--- config.mk ---
export PLATFORM = sky130hd
export DESIGN_NAME = wtd_ram
export DESIGN_NICKNAME = d
export VERILOG_FILES = /design/src/design/wtd_ram.sv
export SDC_FILE = /design/constraint.sdc
export NUM_CORES = 2
export LEC_CHECK = 0
export BUFFER_PORTS_ARGS = -buffer_cell sky130_fd_sc_hd__buf_2
export CORE_MARGIN = 2
export CORE_UTILIZATION = 30
export CTS_BUF_LIST = sky130_fd_sc_hd__clkbuf_4 sky130_fd_sc_hd__clkbuf_8
export DETAILED_ROUTE_END_ITERATION = 10
export SETUP_SLACK_MARGIN = 0.15
export SLEW_MARGIN = 20
export SYNTH_ARGS = -nofsm -noshare
export SYNTH_HDL_FRONTEND = slang
export SYNTH_SLANG_ARGS = --single-unit
--- constraint.sdc ---
create_clock -name i_clk -period 6.71 [get_ports i_clk]
set_input_delay 0.671 -clock i_clk [delete_from_list [all_inputs] [get_ports i_clk]]
set_output_delay 0.671 -clock i_clk [all_outputs]
set_load 0.03 [all_outputs]
--- src/design/wtd_ram.sv ---
// Generic single-write, single-read RAM with registered read data.
module wtd_ram #(
    parameter int unsigned WIDTH = 64,
    parameter int unsigned DEPTH = 64
) (
    input  logic                                   i_clk,
    input  logic                                   i_we,
    input  logic [((DEPTH > 1) ? $clog2(DEPTH) : 1)-1:0] i_waddr,
    input  logic [WIDTH-1:0]                       i_wdata,
    input  logic [((DEPTH > 1) ? $clog2(DEPTH) : 1)-1:0] i_raddr,
    output logic [WIDTH-1:0]                       o_rdata
);

    logic [WIDTH-1:0] r_mem [DEPTH];
    logic [WIDTH-1:0] r_rdata;

    always_ff @(posedge i_clk) begin
        if (i_we) begin
            r_mem[i_waddr] <= i_wdata;
        end
        r_rdata <= r_mem[i_raddr];
    end

    assign o_rdata = r_rdata;

endmodule

==> flow_summary.yaml <==
run_status:
  status: "finished clean"
logic_synthesis:
  syn_area_per_cell_um2: 23.7
  syn_nets: 6676
  syn_inst: 6598
  yosysMostFrequentCell: "edfxtp_1"
  synth_top_cell_by_area: "edfxtp_1"
  muxShareOfSynthArea_pct: 15.6
  synth_top_family_by_area: "multiplexers"
  ys_seq_area_share_pct: 79.5
  synthXorXnorAreaFrac_pct: 0
  synth_commonest_cells: "4096 x edfxtp_1, 1024 x mux4_2, 170 x buf_2, 168 x a22oi_1, 140 x clkbuf_1"
  yosys_warnings: 0
  syn-cell-area_mm2: 0.156
  synth_top_cell_area_share_pct: 78.7
  synth_ff_type: "edfxtp_1"
  synth_edf_count: 4096
  yosys.area_share.adder_pct: 0
  synth_cell_types: 33
  synth_compound_area_share_pct: 2.48
  synth_area_leaders: "edfxtp_1 79%, mux4_2 15%, mux2i_1 0.86%, dfxtp_1 0.82%, a22oi_1 0.81%"
  async_flop_share_pct: 0
  synthSimpleGateAreaFrac_pct: 1.24
  ys_seq_elements: 4160
cts:
  tritoncts: "done"
  htreeDepth: 6
  ctsResizeCount: 0
  clk_latency_ns: 1.19
  cts_made_buffers: 642
  cts_root_buffer: "clkbuf_8"
  holdBufCountCts: 0
  cts.sinks: 4160
  path_clk_slew_ns: 0.07
  cts.path.max_buffers: 4
  post_cts_buffers: 0
finish:
  instances_no_fill: 14700
  post-route-util_pct: 34.6
  area_growth_pct: 15.0
  drive_gt1_share_pct: 32.2
  nets: 7319
critical_path:
  cp_data_arrival_time_ns: 4.18
  cp-start-kind: "input pin"
  cp_data_required_time_ns: 7.72
  path_class: "in2reg"
  end_kind: "flip-flop"
  path_max_fanout: 78
die:
  die_w_um: 726
  die_area_mm2: 0.527
  ioPinCount: 142
  core.rowCount: 265
  core_area_mm2: 0.520
  die_y_um: 726
  start_util_pct: 30.1
routing:
  wl_per_cell_um: 30.5
  routed_via_density: 5.20
  drt_iter0_markers: 9208
  vias: 76600
  antenna_left: 0
  drt_wl_total_um: 449000
  drtPass1Iterations: 5
  drc: 0
timing:
  rsz0062_at_grt: "no"
  min_period_over_period_pct: 47.1
  tns_ns: 0
  fin_crit_ns: 3.16
  tightest_slew_ns: 1.20
  hold_viol_final: 0
  finalSetupViolations: 0
  maxSlewHeadroom_pct: 20.2
  fin_skew_ns: 0.0539
  fmax_mhz: 316
  worst_slack_ns: 3.55
  drv_slew: 0
power:
  p_leak_nw: 55.3
  power.density_mw_per_mm2: 292
  irDropWorstVdd_mv: 0.211
global_routing:
  antenna_found_initial: 49
  grt_pass1_wl_um: 622000
  grt_overflow: 0
  grt_usage_pct: 16.5
  grt_max_degree: 102
  grt_pass1_vias: 78100
place:
  placed_cells: 13500
  pre_cts_slack_ns: 2.27
  place.gp.congestion: 0.786
  port_buffers: 141
  hpwl_um: 243000
hold_path:
  min-delay-path-class: "in2reg"
job:
  cap_violations: 0
## metrics by stage
| stage | total power, mW | instance area (um2) | hold slack [ns] |
|---|---|---|---|
| floorplan | 30.8 | 156000 | 0.770 |
| global placement | 32.1 | 167000 | 0.825 |
| detailed placement | 32.1 | 167000 | 0.835 |
| CTS | 52.8 | 180000 | 0.0469 |
| global route | 54.0 | 180000 | 0.000488 |
| finish | 52.5 | 180000 | 0.0273 |
## worst max-delay path, cell delays in order
cell and delay (ns):
buf_8 0.58, and2_4 0.72, buf_4 0.68, a22oi_1 0.24
and3_1 0.27, a211oi_1 0.77
## logic make-up after synthesis
family	after synthesis
compound gates	504
flops	4160
simple gates	386
mux	1159
buf+inv	389
## power breakdown
group / leakage (nW) / internal, mW / total [mW] / switching [mW]
logic: 11.2 / 0.907 / 2.60 / 1.70
registers: 37.4 / 28.8 / 28.9 / 0.168
clock network: 6.68 / 11.0 / 20.9 / 9.92
total: 55.3 / 40.7 / 52.5 / 11.8
## flip-flops by register name, summed over array words and instances (netlist names)
name,cells
r_mem,4096
o_rdata,64
## metal layers
layer  global-route usage [%]  vias up  wire (um)
met5                        0        -         69
met4                     4.94       10      12700
met3                     2.48      654      34400
met2                     28.2     3956     226000
met1                     21.9    42000     176000
li1                         -    29900          -
## path summary, 6_finish.rpt
| check | to | slack (ns) | from | depth (start not counted) |
|---|---|---|---|---|
| setup / recovery | o_rdata[29]$_DFF_P_ | 3.55 | i_raddr[2] | 6 |
| hold / removal | r_mem[44][29]$_DFFE_PP_ | 0.03 | i_wdata[29] | 1 |
| setup reg to reg | o_rdata[15]$_DFF_P_ | 4.51 | r_mem[55][15]$_DFFE_PP_ | 5 |
| hold reg to reg | o_rdata[63]$_DFF_P_ | 0.84 | r_mem[38][63]$_DFFE_PP_ | 4 |
## cells in the final DEF (no fill, tap or decap), types with 19 or more instances in the layout
cell type	count
a211oi_1	62
a22o_1	88
a22oi_1	168
a2bb2oi_1	19
a41oi_1	26
and3_1	64
buf_12	58
buf_2	100
buf_4	202
clkbuf_4	191
clkbuf_8	678
clkinv_1	159
clkinv_2	62
dfxtp_1	64
diode_2	22
edfxtp_1	4096
inv_1	19
mux2i_1	135
mux4_2	1024
nand2_1	54
nand3_1	45
nor2_1	47
nor2_4	65
nor2b_1	24
o221ai_1	38
o22ai_1	83
or2_2	28
or3_1	29
## layout make-up
cell class,count,area [um2]
Fill cell,47900,340000
Sequential cell,4160,124000
Multi-Input combinational cell,2049,30800
Clock buffer,869,10800
Tap cell,6942,8690
Timing Repair Buffer,369,3300
Clock inverter,285,1870
Inverter,19,71.3
Antenna cell,22,55.1
No activity file was read; power rests on OpenSTA's default activity.
